==> src/rom_song_region_locator_top_defines.svh <==
// Assertion macros for the song region locator.
`ifndef ROM_SONG_REGION_LOCATOR_TOP_DEFINES_SVH
`define ROM_SONG_REGION_LOCATOR_TOP_DEFINES_SVH

`ifndef SYNTHESIS
`define RSRL_ASSERT_SAME(label, ante, cons) \
  label: assert property (@(posedge clk) disable iff (rst) (ante) |-> (cons)) \
    else $error("rsrl assertion failed");
`define RSRL_ASSERT_NEXT(label, ante, cons) \
  label: assert property (@(posedge clk) disable iff (rst) (ante) |=> (cons)) \
    else $error("rsrl assertion failed");
`else
`define RSRL_ASSERT_SAME(label, ante, cons)
`define RSRL_ASSERT_NEXT(label, ante, cons)
`endif

`endif

==> src/rsrl_pkg.sv <==
// Shared types and constants of the song region locator.
package rsrl_pkg;

  localparam int OUT_BITS = 24;

  localparam logic [1:0] OUTCOME_WHOLE     = 2'd0;
  localparam logic [1:0] OUTCOME_NO_REGION = 2'd1;
  localparam logic [1:0] OUTCOME_FOUND     = 2'd2;

  localparam logic [3:0][7:0] MAGIC = {8'h4D, 8'h52, 8'h45, 8'h00};

  localparam logic [7:0] CLASS_MASK = 8'hC0;
  localparam logic [7:0] LOW6_MASK  = 8'h3F;
  localparam logic [7:0] ID_CLASS   = 8'h40;
  localparam logic [7:0] LEN_CLASS  = 8'h80;

  localparam logic [7:0] TYPE_OPEN  = 8'd5;
  localparam logic [7:0] TYPE_STOP  = 8'd6;
  localparam logic [7:0] TYPE_LAST  = 8'd7;
  localparam logic [7:0] TYPE_RESET = 8'd1;

  typedef struct packed {
    logic [1:0]          outcome;
    logic [OUT_BITS-1:0] region_start;
    logic [OUT_BITS-1:0] region_length;
  } result_t;

endpackage

==> src/rsrl_in_if.sv <==
// Image byte channel.
interface rsrl_in_if;
  logic       valid;
  logic       ready;
  logic [7:0] rom_byte;
  logic       last_byte;

  modport source (output valid, output rom_byte, output last_byte, input ready);
  modport sink (input valid, input rom_byte, input last_byte, output ready);
endinterface

==> src/rsrl_out_if.sv <==
// Result channel.
interface rsrl_out_if;
  logic                          valid;
  logic                          ready;
  logic [1:0]                    outcome;
  logic [rsrl_pkg::OUT_BITS-1:0] region_start;
  logic [rsrl_pkg::OUT_BITS-1:0] region_length;

  modport source (output valid, output outcome, output region_start,
                  output region_length, input ready);
  modport sink (input valid, input outcome, input region_start,
                input region_length, output ready);
endinterface

==> src/rsrl_parser.sv <==
// Parse state and single-byte step logic of the song region locator.
module rsrl_parser #(
  parameter int POSITION_BITS = 24
) (
  input  logic                clk,
  input  logic                rst,
  input  logic                step,
  input  logic [7:0]          rom_byte,
  input  logic                last_byte,
  output rsrl_pkg::result_t   result
);

  localparam logic [2:0] PH_HEADER = 3'd0;
  localparam logic [2:0] PH_CMD    = 3'd1;
  localparam logic [2:0] PH_ID     = 3'd2;
  localparam logic [2:0] PH_LEN_HI = 3'd3;
  localparam logic [2:0] PH_LEN_LO = 3'd4;
  localparam logic [2:0] PH_SKIP   = 3'd5;
  localparam logic [2:0] PH_DONE   = 3'd6;

  localparam int PB = POSITION_BITS;
  localparam int OB = rsrl_pkg::OUT_BITS;

  logic [PB-1:0] pos, pos_next;
  logic [2:0]    phase, phase_next;
  logic          header_ok, header_ok_next;
  logic [7:0]    type_counter, type_counter_next;
  logic [22:0]   skip_remaining, skip_remaining_next;
  logic [13:0]   length_high_bits, length_high_bits_next;
  logic [PB-1:0] region_begin, region_begin_next;
  logic [PB-1:0] region_end, region_end_next;
  logic          end_captured, end_captured_next;
  logic          region_found, region_found_next;

  logic [PB-1:0]    count;
  logic [8:0]       type_sum;
  logic [7:0]       type_new;
  logic [PB-1:0]    stop_pos;
  logic [PB-1:0]    span;
  logic [PB+OB-1:0] count_wide;
  logic [PB+OB-1:0] begin_wide;
  logic [PB+OB-1:0] span_wide;

  always_comb begin
    pos_next              = pos;
    phase_next            = phase;
    header_ok_next        = header_ok;
    type_counter_next     = type_counter;
    skip_remaining_next   = skip_remaining;
    length_high_bits_next = length_high_bits;
    region_begin_next     = region_begin;
    region_end_next       = region_end;
    end_captured_next     = end_captured;
    region_found_next     = region_found;

    count    = pos + {{(PB-1){1'b0}}, 1'b1};
    type_sum = {1'b0, type_counter} + {1'b0, rom_byte};
    type_new = type_sum[8] ? 8'hFF : type_sum[7:0];

    case (phase)
      PH_HEADER: begin
        if (rom_byte != rsrl_pkg::MAGIC[pos[1:0]]) begin
          header_ok_next = 1'b0;
        end
        if (pos[1:0] == 2'd3) begin
          phase_next = header_ok_next ? PH_CMD : PH_DONE;
        end
      end
      PH_CMD: begin
        if (rom_byte == 8'h00) begin
          phase_next = PH_DONE;
        end else if ((rom_byte & rsrl_pkg::CLASS_MASK) == 8'h00) begin
          if (!region_found) begin
            if (type_new == rsrl_pkg::TYPE_OPEN) begin
              region_found_next = 1'b1;
              region_begin_next = count;
            end else if (type_new == rsrl_pkg::TYPE_STOP) begin
              phase_next = PH_DONE;
            end
          end else if (type_new > rsrl_pkg::TYPE_LAST) begin
            region_end_next   = pos;
            end_captured_next = 1'b1;
            phase_next        = PH_DONE;
          end
          type_counter_next = type_new;
        end else if ((rom_byte & rsrl_pkg::CLASS_MASK) == rsrl_pkg::ID_CLASS) begin
          phase_next = PH_ID;
        end else if ((rom_byte & rsrl_pkg::CLASS_MASK) == rsrl_pkg::LEN_CLASS) begin
          length_high_bits_next = {8'h00, rom_byte[5:0] & rsrl_pkg::LOW6_MASK[5:0]};
          phase_next            = PH_LEN_HI;
        end else begin
          region_found_next = 1'b0;
          phase_next        = PH_DONE;
        end
      end
      PH_ID: begin
        phase_next = PH_CMD;
      end
      PH_LEN_HI: begin
        length_high_bits_next = {length_high_bits[5:0], rom_byte};
        phase_next            = PH_LEN_LO;
      end
      PH_LEN_LO: begin
        skip_remaining_next = {1'b0, length_high_bits, rom_byte} + 23'd1;
        phase_next          = PH_SKIP;
      end
      PH_SKIP: begin
        if (skip_remaining != 23'd0) begin
          skip_remaining_next = skip_remaining - 23'd1;
        end
        if (skip_remaining_next == 23'd0) begin
          phase_next = PH_CMD;
        end
      end
      default: begin
      end
    endcase

    pos_next = count;

    stop_pos   = end_captured_next ? region_end_next : count;
    span       = stop_pos - region_begin_next;
    count_wide = {{OB{1'b0}}, count};
    begin_wide = {{OB{1'b0}}, region_begin_next};
    span_wide  = {{OB{1'b0}}, span};

    if (!header_ok_next || phase_next == PH_HEADER) begin
      result.outcome       = rsrl_pkg::OUTCOME_WHOLE;
      result.region_start  = '0;
      result.region_length = count_wide[OB-1:0];
    end else if (region_found_next) begin
      result.outcome       = rsrl_pkg::OUTCOME_FOUND;
      result.region_start  = begin_wide[OB-1:0];
      result.region_length = span_wide[OB-1:0];
    end else begin
      result.outcome       = rsrl_pkg::OUTCOME_NO_REGION;
      result.region_start  = '0;
      result.region_length = '0;
    end
  end

  always_ff @(posedge clk) begin
    if (rst || (step && last_byte)) begin
      pos          <= '0;
      phase        <= PH_HEADER;
      header_ok    <= 1'b1;
      type_counter <= rsrl_pkg::TYPE_RESET;
      end_captured <= 1'b0;
      region_found <= 1'b0;
    end else if (step) begin
      pos          <= pos_next;
      phase        <= phase_next;
      header_ok    <= header_ok_next;
      type_counter <= type_counter_next;
      end_captured <= end_captured_next;
      region_found <= region_found_next;
    end
  end

  always_ff @(posedge clk) begin
    if (step) begin
      skip_remaining   <= skip_remaining_next;
      length_high_bits <= length_high_bits_next;
      region_begin     <= region_begin_next;
      region_end       <= region_end_next;
    end
  end

endmodule

==> src/rom_song_region_locator_top.sv <==
// Top level of the song region locator: input register, parser, result register.
// An accepted byte waits in the input register and is parsed when it is consumed; the
// result beat of a last byte is registered in the result register at its consumption.
// Throughput: one image byte per cycle unless stalled; the parse step is combinational.
// A held result stalls input only when the registered byte is also a last byte.
// Synchronous reset returns the parser to the header phase and empties both registers.
`include "rom_song_region_locator_top_defines.svh"

module rom_song_region_locator_top #(
  parameter int POSITION_BITS = 24
) (
  input logic           clk,
  input logic           rst,
  rsrl_in_if.sink       image,
  rsrl_out_if.source    result
);

  logic                in_full;
  logic [7:0]          in_byte;
  logic                in_last;
  logic                consume;
  logic                out_valid;
  rsrl_pkg::result_t   out_data;
  rsrl_pkg::result_t   step_result;

  assign consume     = in_full && (!in_last || !out_valid || result.ready);
  assign image.ready = !in_full || consume;

  always_ff @(posedge clk) begin
    if (rst) begin
      in_full <= 1'b0;
    end else if (image.ready) begin
      in_full <= image.valid;
    end
  end

  always_ff @(posedge clk) begin
    if (image.ready && image.valid) begin
      in_byte <= image.rom_byte;
      in_last <= image.last_byte;
    end
  end

  rsrl_parser #(
    .POSITION_BITS(POSITION_BITS)
  ) u_parser (
    .clk       (clk),
    .rst       (rst),
    .step      (consume),
    .rom_byte  (in_byte),
    .last_byte (in_last),
    .result    (step_result)
  );

  always_ff @(posedge clk) begin
    if (rst) begin
      out_valid <= 1'b0;
    end else if (consume && in_last) begin
      out_valid <= 1'b1;
    end else if (result.ready) begin
      out_valid <= 1'b0;
    end
  end

  always_ff @(posedge clk) begin
    if (consume && in_last) begin
      out_data <= step_result;
    end
  end

  assign result.valid         = out_valid;
  assign result.outcome       = out_data.outcome;
  assign result.region_start  = out_data.region_start;
  assign result.region_length = out_data.region_length;

  `RSRL_ASSERT_NEXT(a_last_held, in_full && in_last && out_valid && !result.ready, in_full && in_last)
  `RSRL_ASSERT_SAME(a_no_region_zero, out_valid && out_data.outcome == rsrl_pkg::OUTCOME_NO_REGION, out_data.region_start == '0 && out_data.region_length == '0)
  `RSRL_ASSERT_SAME(a_whole_start_zero, out_valid && out_data.outcome == rsrl_pkg::OUTCOME_WHOLE, out_data.region_start == '0)

endmodule
==> src/flat_wrapper.sv <==
// flat-port wrapper written by rule: the top's interface ports become plain ports
module rom_song_region_locator_top_flat 
#(
  parameter int POSITION_BITS = 24
)
  (clk, rst, image_valid, image_rom_byte, image_last_byte, image_ready, result_valid, result_outcome, result_region_start, result_region_length, result_ready);
  rsrl_in_if image_i ();
  rsrl_out_if result_i ();
  input logic clk;
  input logic rst;
  input wire logic [$bits(image_i.valid)-1:0] image_valid;
  input wire logic [$bits(image_i.rom_byte)-1:0] image_rom_byte;
  input wire logic [$bits(image_i.last_byte)-1:0] image_last_byte;
  output wire logic [$bits(image_i.ready)-1:0] image_ready;
  output wire logic [$bits(result_i.valid)-1:0] result_valid;
  output wire logic [$bits(result_i.outcome)-1:0] result_outcome;
  output wire logic [$bits(result_i.region_start)-1:0] result_region_start;
  output wire logic [$bits(result_i.region_length)-1:0] result_region_length;
  input wire logic [$bits(result_i.ready)-1:0] result_ready;
  assign image_i.valid = image_valid;
  assign image_i.rom_byte = image_rom_byte;
  assign image_i.last_byte = image_last_byte;
  assign image_ready = image_i.ready;
  assign result_valid = result_i.valid;
  assign result_outcome = result_i.outcome;
  assign result_region_start = result_i.region_start;
  assign result_region_length = result_i.region_length;
  assign result_i.ready = result_ready;
  rom_song_region_locator_top #(.POSITION_BITS(POSITION_BITS)) u_core (.clk(clk), .rst(rst), .image(image_i), .result(result_i));
endmodule
==> config.mk <==
export PLATFORM = sky130hd
export DESIGN_NAME = rom_song_region_locator_top_flat
export DESIGN_NICKNAME = d
export VERILOG_FILES = /design/src/rsrl_pkg.sv /design/src/rsrl_in_if.sv /design/src/rsrl_out_if.sv /design/src/rsrl_parser.sv /design/src/rom_song_region_locator_top.sv /design/src/flat_wrapper.sv
export VERILOG_INCLUDE_DIRS = /design/src /design/src/src
export SDC_FILE = /design/constraint.sdc
export NUM_CORES = 1
export LEC_CHECK = 0
export BUFFER_PORTS_ARGS = -buffer_cell sky130_fd_sc_hd__buf_2
export CELL_PAD_IN_SITES_DETAIL_PLACEMENT = 1
export CELL_PAD_IN_SITES_GLOBAL_PLACEMENT = 2
export CORE_MARGIN = 4
export CORE_UTILIZATION = 36
export DETAILED_ROUTE_END_ITERATION = 10
export PLACE_DENSITY = 0.85
export SYNTH_ARGS = -nofsm -noshare
export SYNTH_HDL_FRONTEND = slang
export SYNTH_SLANG_ARGS = --single-unit
export TNS_END_PERCENT = 10
==> constraint.sdc <==
create_clock -name clk -period 5.54 [get_ports clk]
set_input_delay 0.277 -clock clk [delete_from_list [all_inputs] [get_ports clk]]
set_output_delay 0.277 -clock clk [all_outputs]
set_load 0.1 [all_outputs]
==> results of run 1 <==
==> per-stage QoR <==
step	utilization [%]	setup WS, ns
finish	42.7	0.185
global route	42.7	-0.0590
CTS	42.1	0.0100
detailed placement	40.0	-0.0900
global placement	40.0	0.0884
floorplan	-	0.284
==> worst max-delay path: stages (launching register included) <==
cell and delay [ns]:
edfxtp_1 0.42, ha_2 0.23, fa_2 0.42, nand3_2 0.12
a211oi_1 0.11, a211oi_2 0.26, o2111ai_1 0.18, buf_4 0.20
o211ai_4 0.18, buf_4 0.17, buf_12 0.12, nand2_1 0.11
o22ai_2 0.16, a21oi_1 0.07, ha_1 0.20, or3_1 0.41
o221ai_2 0.17, a31oi_1 0.10, nor4_1 0.29, nor2_1 0.13
buf_4 0.16, or2_2 0.28, a21o_1 0.19, a21oi_2 0.14
xnor2_1 0.07, a31o_1 0.21
==> kinds of logic (layout without fill, tap and decap cells) <==
| kind of cell | Yosys count | after routing | synth area share [%] |
|---|---|---|---|
| buffers and inverters | 117 | 223 | 4.38 |
| adders and majority gates | 45 | 45 | 5.18 |
| AOI/OAI and AO/OA | 252 | 252 | 14.0 |
| and+or+nand+nor | 491 | 491 | 21.4 |
| xor gates and xnor gates | 100 | 100 | 7.92 |
| DFF | 184 | 184 | 45.9 |
| muxes | 12 | 12 | 1.13 |
==> final timing paths <==
path	end	slack [ns]	from	cells past startpoint
setup / recovery	u_core.result.region_length[17]$_DFFE_PP_	0.19	u_core.in_byte[0]$_DFFE_PP_	25
hold / removal	u_core.in_byte[7]$_DFFE_PP_	0.02	image_rom_byte[7]	1
setup reg to reg	u_core.result.region_length[17]$_DFFE_PP_	0.19	u_core.in_byte[0]$_DFFE_PP_	25
hold reg to reg	u_core.u_parser.pos[23]$_SDFFE_PP0P_	0.49	u_core.u_parser.pos[23]$_SDFFE_PP0P_	2
==> timing repair <==
action | in CTS | in global routing
buffers inserted | 0 | 6
hold buffers | 2 | 1
cloned | 0 | 1
resized for setup | 3 | 24
endpoints found under the setup margin | 2 | 11
pin swaps | 0 | 9
hold endpoints to repair | 2 | 1
==> sequential cells by signal, summed over array words and instances (netlist names) <==
| register | count |
|---|---|
| u_core.in_byte | 8 |
| u_core.in_full | 1 |
| u_core.in_last | 1 |
| u_core.result.outcome | 2 |
| u_core.result.region_length | 24 |
| u_core.result.region_start | 24 |
| u_core.result.valid | 1 |
| u_core.u_parser.end_captured | 1 |
| u_core.u_parser.header_ok | 1 |
| u_core.u_parser.length_high_bits | 14 |
| u_core.u_parser.phase | 3 |
| u_core.u_parser.pos | 24 |
| u_core.u_parser.region_begin | 24 |
| u_core.u_parser.region_end | 24 |
| u_core.u_parser.region_found | 1 |
| u_core.u_parser.skip_remaining | 23 |
| u_core.u_parser.type_counter | 8 |
==> Yosys cell counts, types with 14 or more instances <==
cell type	n	area share [%]
nor2_1	153	5.1
edfxtp_1	144	39
nand2_1	131	4.4
a21oi_1	91	4.1
xnor2_1	60	4.7
nand3_1	52	2.3
clkbuf_1	48	1.6
inv_1	47	1.6
o21ai_0	46	2.1
ha_1	43	4.8
dfxtp_1	40	7.2
xor2_1	39	3.1
nor3_1	27	1.2
and3_1	24	1.3
o21ai_1	19	0.85
nand2b_1	14	0.78
nand4_1	14	0.78
==> metal layers <==
metal  vias to the layer above  routed length, um  track usage (%)
li1                       4468                  -                -
met1                      4501              14000             23.9
met2                       135              15800             32.5
met3                        34                829             2.69
met4                         0                474             4.41
met5                         -                  0                0
==> where the power goes <==
group	switching [uW]	internal, uW	leakage (uW)
logic	220	94.0	0.00296
clock network	566	739	0.000301
registers	19.3	1520	0.00163
==> area by class of cell <==
class                      count  area (um2)
inverter                      50         188
clock buffer                  22         495
multi-input combinational    900        5690
sequential                   184        5120
clock inverter                10         130
timing repair buffer         141         948
fill                        3521       17500
tap                          396         495
==> reports/summary.txt, run 1 <==
outcome -> finished clean
post-layout min period -> 5.35 ns
peak supply drop -> 163 uV
Final setup viols -> 0
syn nets -> 1259
worst hold slack -> 0.0199 ns
IO Pins -> 65
GP Congestion -> 0.831
Lkg Pwr -> 0.00489 uW
total die area -> 0.0339 mm2
num rows -> 64
Slew @ Worst Pin -> 1.08 ns
initial antenna violation count -> 0
Core ar. -> 0.0306 mm2
Seq/Total Area, Yosys -> 45.9%
Worst Hold Class -> input pin to register
drc violations -> 0
vias in the first global route -> 9333
non-filler cells in the finished layout -> 1703
final wirelength -> 31100 um
share of layout cells above drive strength 1 -> 18.0%
most common cell after layout, fill and taps aside -> nor2_1
Post-synth EDFFs -> 144
CP required -> 5.73 ns
dominant synthesized flop cell -> edfxtp_1
Final #Nets -> 1352
Fin. Hold Viols -> 0
die height -> 184 um
crit path max fanout -> 8
remaining antenna violation count -> 0
highest clock rate -> 0.187 GHz
P per Cell Area -> 242 mW/mm2
number of synthesis warnings -> 0
Seq cells post-synth -> 184
CTS tree -> yes
vias per cell -> 5.37
Final Instance Area -> 0.0131 mm2
1st-pass router iterations -> 5
crit path DAT -> 5.55 ns
CP Class -> register to register
gr ovfl total -> 0
power after layout -> 3160 uW
# H-tree levels -> 4
Max Root-Sink Buffers -> 2
Die X -> 184 um
dpl cell area -> 0.0122 mm2
mapped cell area -> 0.0112 mm2
CP Launch Type -> register
clk_lat worst skew -> 0.44 ns
Clk Tree Root Cell -> clkbuf_16
most frequent cells in the layout -> 150 x nor2_1, 144 x edfxtp_1, 131 x nand2_1
PortBufs -> 64
Avg Cell Area, Syn -> 9.29 um2
mean routed wirelength per cell -> 18.2 um
CTS Buf Count -> 17
hpwl dp -> 22200 um
Max-slew headroom -> 27.9%
Reg clk slew, reported paths -> 0.07 ns
Clock Sinks -> 184
final slew viol count -> 0
Area Growth Syn to Fin -> 17.1%
DR iter-0 viols -> 551
largest net degree at the start of global routing -> 53
Async S/R FF share, synth -> 0%
total number of vias -> 9138
clk_skew -> 0.0136 ns
first-pass GRT wire length -> 50200 um
Worst setup EP type -> register
Total Routing Usage GR -> 18.4%
setup TNS -> 0 ns
Initial Util -> 36.5%
fin crit share -> 96.7%
Placed Cells -> 1661
Cells after Synth -> 1201
# diodes -> 0
synth unique cells -> 80
maxcap violations -> 0
Note: power is estimated with default switching activity, not from simulation.
==> run 2: changes to the inputs <==
- MAX_ROUTING_LAYER: not set -> met4
==> run 2 against run 1 <==
Effect of this change: die area stayed put; worst setup slack hardly changed; combinational power hardly changed; sequential cell count stayed put; non-clock buffer count stayed put; clock skew is 0.00068 ns lower; power hardly changed; clock power hardly changed; largest cell class unchanged; highest routed layer unchanged.
==> reports/summary.txt, run 2 (synthesis results as in run 1) <==
1st-pass router iterations -> 4
Reg clk slew, reported paths -> 0.07 ns
vias per cell -> 5.35
Max-slew headroom -> 27.4%
maxcap violations -> 0
Int Pwr -> 2350 uW
GP Congestion -> 0.844
gr ovfl total -> 0
Fin. Hold Viols -> 0
highest clock rate -> 0.187 GHz
# diodes -> 0
Clk pwr share -> 41.3%
mean routed wirelength per cell -> 18.3 um
Worst Hold Class -> input pin to register
post-layout min period -> 5.35 ns
part of the power in registers -> 48.7%
# H-tree levels -> 4
total die area -> 0.0339 mm2
CTS tree -> yes
drc violations -> 0
cell mode on critical path -> buf_4
Clock Sinks -> 184
remaining antenna violation count -> 0
Initial Util -> 36.5%
peak supply drop -> 165 uV
Lkg Pwr -> 0.00489 uW
largest net degree at the start of global routing -> 53
die height -> 184 um
outcome -> finished clean
switch share -> 25.5%
Net Sw Power -> 806 uW
Comb pwr share -> 10.0%
Area Growth Syn to Fin -> 17.1%
Clk Tree Root Cell -> clkbuf_16
Slew @ Worst Pin -> 1.08 ns
Core ar. -> 0.0306 mm2
first-pass GRT wire length -> 50200 um
IO Pins -> 65
largest stage delay on the critical path -> 0.42 ns
Final #Nets -> 1352
most frequent cells in the layout -> 150 x nor2_1, 144 x edfxtp_1, 131 x nand2_1
PortBufs -> 64
Total Routing Usage GR -> 19.0%
num rows -> 64
CP required -> 5.73 ns
share of layout cells above drive strength 1 -> 18.0%
CP max-delay cell -> edfxtp_1
final slew viol count -> 0
CTS Buf Count -> 17
P per Cell Area -> 242 mW/mm2
vias in the first global route -> 9326
clk_lat worst skew -> 0.44 ns
total number of vias -> 9117
most common cell after layout, fill and taps aside -> nor2_1
Worst setup EP type -> register
final wirelength -> 31100 um
initial antenna violation count -> 0
fin crit share -> 96.7%
crit path DAT -> 5.54 ns
clk_skew -> 0.0129 ns
DR iter-0 viols -> 584
PnR worst setup slack -> 0.185 ns
CP Class -> register to register
Max Root-Sink Buffers -> 2
worst hold slack -> 0.0226 ns
hpwl dp -> 22200 um
CP Launch Type -> register
Die X -> 184 um
pre-CTS WS -> -0.0900 ns
crit path max fanout -> 8
Final setup viols -> 0
==> run 2: cell counts in the layout (fill, tap and decap cells not counted) <==
Identical to the previous run, type by type.
==> run 2: layout make-up <==
class / instances / area, um2
timing repair buffer: 141 / 948
clock inverter: 10 / 130
tap: 396 / 495
sequential: 184 / 5120
inverter: 50 / 188
clock buffer: 22 / 495
fill: 3521 / 17500
multi-input combinational: 900 / 5690
==> run 2: per-layer routing <==
metal,routed length (um),GRT usage [%],vias to the layer above
met5,0,-,-
met4,461,4.41,0
met3,832,2.67,32
met2,15800,32.6,131
met1,14000,23.9,4495
li1,-,-,4459
==> run 2: worst paths after layout <==
kind	slack, ns	cells after the start	startpoint	end
worst min-delay path	0.02	1	image_rom_byte[4]	u_core.in_byte[4]$_DFFE_PP_
worst min register to register	0.49	2	u_core.u_parser.pos[23]$_SDFFE_PP0P_	u_core.u_parser.pos[23]$_SDFFE_PP0P_
worst max register to register	0.19	25	u_core.in_byte[0]$_DFFE_PP_	u_core.result.region_length[17]$_DFFE_PP_
worst max-delay path	0.19	25	u_core.in_byte[0]$_DFFE_PP_	u_core.result.region_length[17]$_DFFE_PP_
==> run 2: what timing repair did <==
action                     4_1_cts  5_1_grt
gates resized for setup          3       24
gates cloned                     0        1
hold buffers                     2        1
pin swaps                        0        9
setup buffers                    0        6
setup endpoints to repair        2       11
hold endpoints to repair         2        1
==> run 2: worst max-delay path: cells and delay by family, from the launching register on <==
family / cells / cell delay [ns]
compound gates: 11 / 1.76
simple gates: 6 / 1.34
fa+ha+maj: 3 / 0.85
buf+inv: 4 / 0.65
flops: 1 / 0.42
xor+xnor: 1 / 0.07
==> run 2: through the flow <==
stage | instance area, um2 | setup TNS [ns] | utilization (%) | total power [uW] | cells
floorplan | 11200 | 0 | - | 1780 | 1201
global placement | 12200 | 0 | 40.0 | 1870 | 1661
detailed placement | 12200 | -0.0900 | 40.0 | 1880 | 1661
CTS | 12900 | 0 | 42.1 | 3180 | 1695
global route | 13100 | -0.156 | 42.7 | 3280 | 1703
finish | 13100 | 0 | 42.7 | 3160 | 1703
==> run 2: power by group through the flow <==
stage	combinational (uW)	clock [uW]	sequential, uW
floorplan	145	0	1640
global placement	300	0	1570
detailed placement	306	0	1570
CTS	310	1330	1540
global route	341	1400	1540
finish	315	1310	1540
==> run 3: changes to the inputs <==
- PLACE_DENSITY: 0.85 -> 0.79
==> run 3 against run 2 <==
Effect of this change: utilization up 0.25 points; first-iteration DRC count fell by 18%; clock skew rose by 0.0032 ns; via count down 0.65%; clock-buffer cell count decreased by 1; worst setup slack improved by 0.087 ns; fmax up 1.6%; final cell count rose by 0.65%; combinational power up 2%; die area stayed put.
==> reports/summary.txt, run 3 (synthesis results as in run 1) <==
highest clock rate -> 0.190 GHz
clk_skew -> 0.0162 ns
worst hold slack -> 0.0229 ns
most frequent cells in the layout -> 151 x nor2_1, 144 x edfxtp_1, 131 x nand2_1
Comb pwr share -> 10.5%
setup TNS -> 0 ns
Final setup viols -> 0
hpwl dp -> 22300 um
largest net degree at the start of global routing -> 53
Core ar. -> 0.0306 mm2
Crit Reg-Reg Endpoint -> u_core.result.region_length[23]$_DFFE_PP_
first-pass GRT wire length -> 51200 um
Initial Util -> 36.5%
fillcell total -> 3531
CP Launch Type -> register
1st-pass router iterations -> 5
peak supply drop -> 150 uV
CTS Buf Count -> 17
flop2flop setup slack -> 0.27 ns
CP required -> 5.71 ns
die height -> 184 um
Worst setup EP type -> register
clk_lat worst skew -> 0.44 ns
Final #Nets -> 1363
hold path endpoint -> u_core.in_byte[0]$_DFFE_PP_
remaining antenna violation count -> 0
FF+latch area -> 0.00512 mm2
Final Instance Area -> 0.0131 mm2
vias per cell -> 5.28
P per Cell Area -> 232 mW/mm2
# H-tree levels -> 4
# diodes -> 0
largest stage delay on the critical path -> 0.45 ns
Max Root-Sink Buffers -> 2
maxcap violations -> 0
multi-input logic area -> 0.00575 mm2
worst-path cell chain -> ha_4 > o21ai_0 > nor4b_1 > a311oi_2 > o2111ai_1 > buf_4 > o21ai_4 > nor2_2 > buf_4 > nor3_1 > a21oi_1 > o211ai_1 > ha_2 > o21a_1 > o221ai_2 > a31oi_2 > nor4_2 > nor2_2 > or4_4 > a41oi_2 > o21ai_1 > xnor2_1 > o22ai_1
share of layout cells above drive strength 1 -> 18.7%
Fin. Hold Viols -> 0
final wirelength -> 31500 um
GP Congestion -> 0.842
CP max-delay cell -> edfxtp_1
vias in the first global route -> 9489
CP Class -> register to register
Clock Sinks -> 184
initial antenna violation count -> 0
dpl cell area -> 0.0123 mm2
fin crit share -> 95.1%
Total Routing Usage GR -> 19.3%
reg2reg start -> u_core.in_byte[2]$_DFFE_PP_
RSZ-0062 raised after global routing -> yes
Die X -> 184 um
r2r worst-path depth -> 23
Net Sw Power -> 811 uW
Clk Tree Root Cell -> clkbuf_16
mean routed wirelength per cell -> 18.3 um
Crit path max-delay family -> compound AO/OA/AOI/OAI gates
PortBufs -> 64
final core utilization -> 43.0%
critical path buffer and inverter count -> 2
most common cell after layout, fill and taps aside -> nor2_1
Max-slew headroom -> 19.8%
part of the power in registers -> 50.5%
final slew viol count -> 0
Area Growth Syn to Fin -> 17.8%
DR iter-0 viols -> 476
Clk pwr share -> 39.0%
Int Pwr -> 2240 uW
Reg clk slew, reported paths -> 0.07 ns
gr ovfl total -> 0
drc violations -> 0
crit path max fanout -> 8
IO Pins -> 65
hold path start -> image_rom_byte[0]
CTS tree -> yes
total number of vias -> 9058
Slew @ Worst Pin -> 1.20 ns
outcome -> finished clean
post-layout min period -> 5.27 ns
Worst Hold Class -> input pin to register
num rows -> 64
Lkg Pwr -> 0.00489 uW
switch share -> 26.6%
total die area -> 0.0339 mm2
cell depth of the worst min-delay path -> 1
crit path DAT -> 5.44 ns
==> run 3: timing repair <==
action,4_1_cts,5_1_grt
setup endpoints to repair,5,11
hold endpoints to repair,8,0
hold buffers,7,0
resized for setup,7,33
buffers inserted,1,4
cloned,0,0
pin swaps,3,12
==> run 3: final cells by class <==
cell class,instances,share of cell area [%]
Timing Repair Buffer,152,7.83
Clock inverter,11,0.657
Sequential cell,184,39.0
Clock buffer,21,3.59
Multi-Input combinational cell,900,43.7
Tap cell,396,3.77
Inverter,50,1.43
==> run 3: routing by layer <==
layer / GRT usage (%) / up-vias / part of all wire [%]
li1: - / 4488 / -
met1: 25.7 / 4447 / 48
met2: 32.0 / 97 / 48
met3: 2.30 / 26 / 2.0
met4: 4.41 / 0 / 1.2
met5: - / - / 0
==> run 3: power by group through the flow <==
stage,registers [uW],clock network (uW),logic (uW)
2_1_floorplan,1640,0,145
3_3_place_gp,1570,0,303
3_5_place_dp,1570,0,308
4_1_cts,1540,1220,316
5_1_grt,1540,1280,352
6_report,1540,1190,322
==> run 3: worst max path at each step <==
stage	start	end	slack, ns	depth (start not counted)
floorplan	u_core.in_byte[0]$_DFFE_PP_	u_core.result.region_length[23]$_DFFE_PP_	0.28	22
global placement	u_core.in_byte[0]$_DFFE_PP_	u_core.result.region_length[22]$_DFFE_PP_	0.15	24
detailed placement	u_core.in_byte[0]$_DFFE_PP_	u_core.result.region_length[22]$_DFFE_PP_	-0.10	24
CTS	u_core.in_byte[0]$_DFFE_PP_	u_core.result.region_length[23]$_DFFE_PP_	0.03	23
global route	u_core.in_byte[4]$_DFFE_PP_	u_core.result.region_length[17]$_DFFE_PP_	-0.08	25
finish	u_core.in_byte[2]$_DFFE_PP_	u_core.result.region_length[23]$_DFFE_PP_	0.27	23
==> run 3: metrics by stage <==
stage | instances | total power, uW | setup WS, ns
2_1_floorplan | 1201 | 1780 | 0.284
3_3_place_gp | 1670 | 1870 | 0.145
3_5_place_dp | 1670 | 1880 | -0.103
4_1_cts | 1710 | 3080 | 0.0290
5_1_grt | 1714 | 3180 | -0.0827
6_report | 1714 | 3050 | 0.272
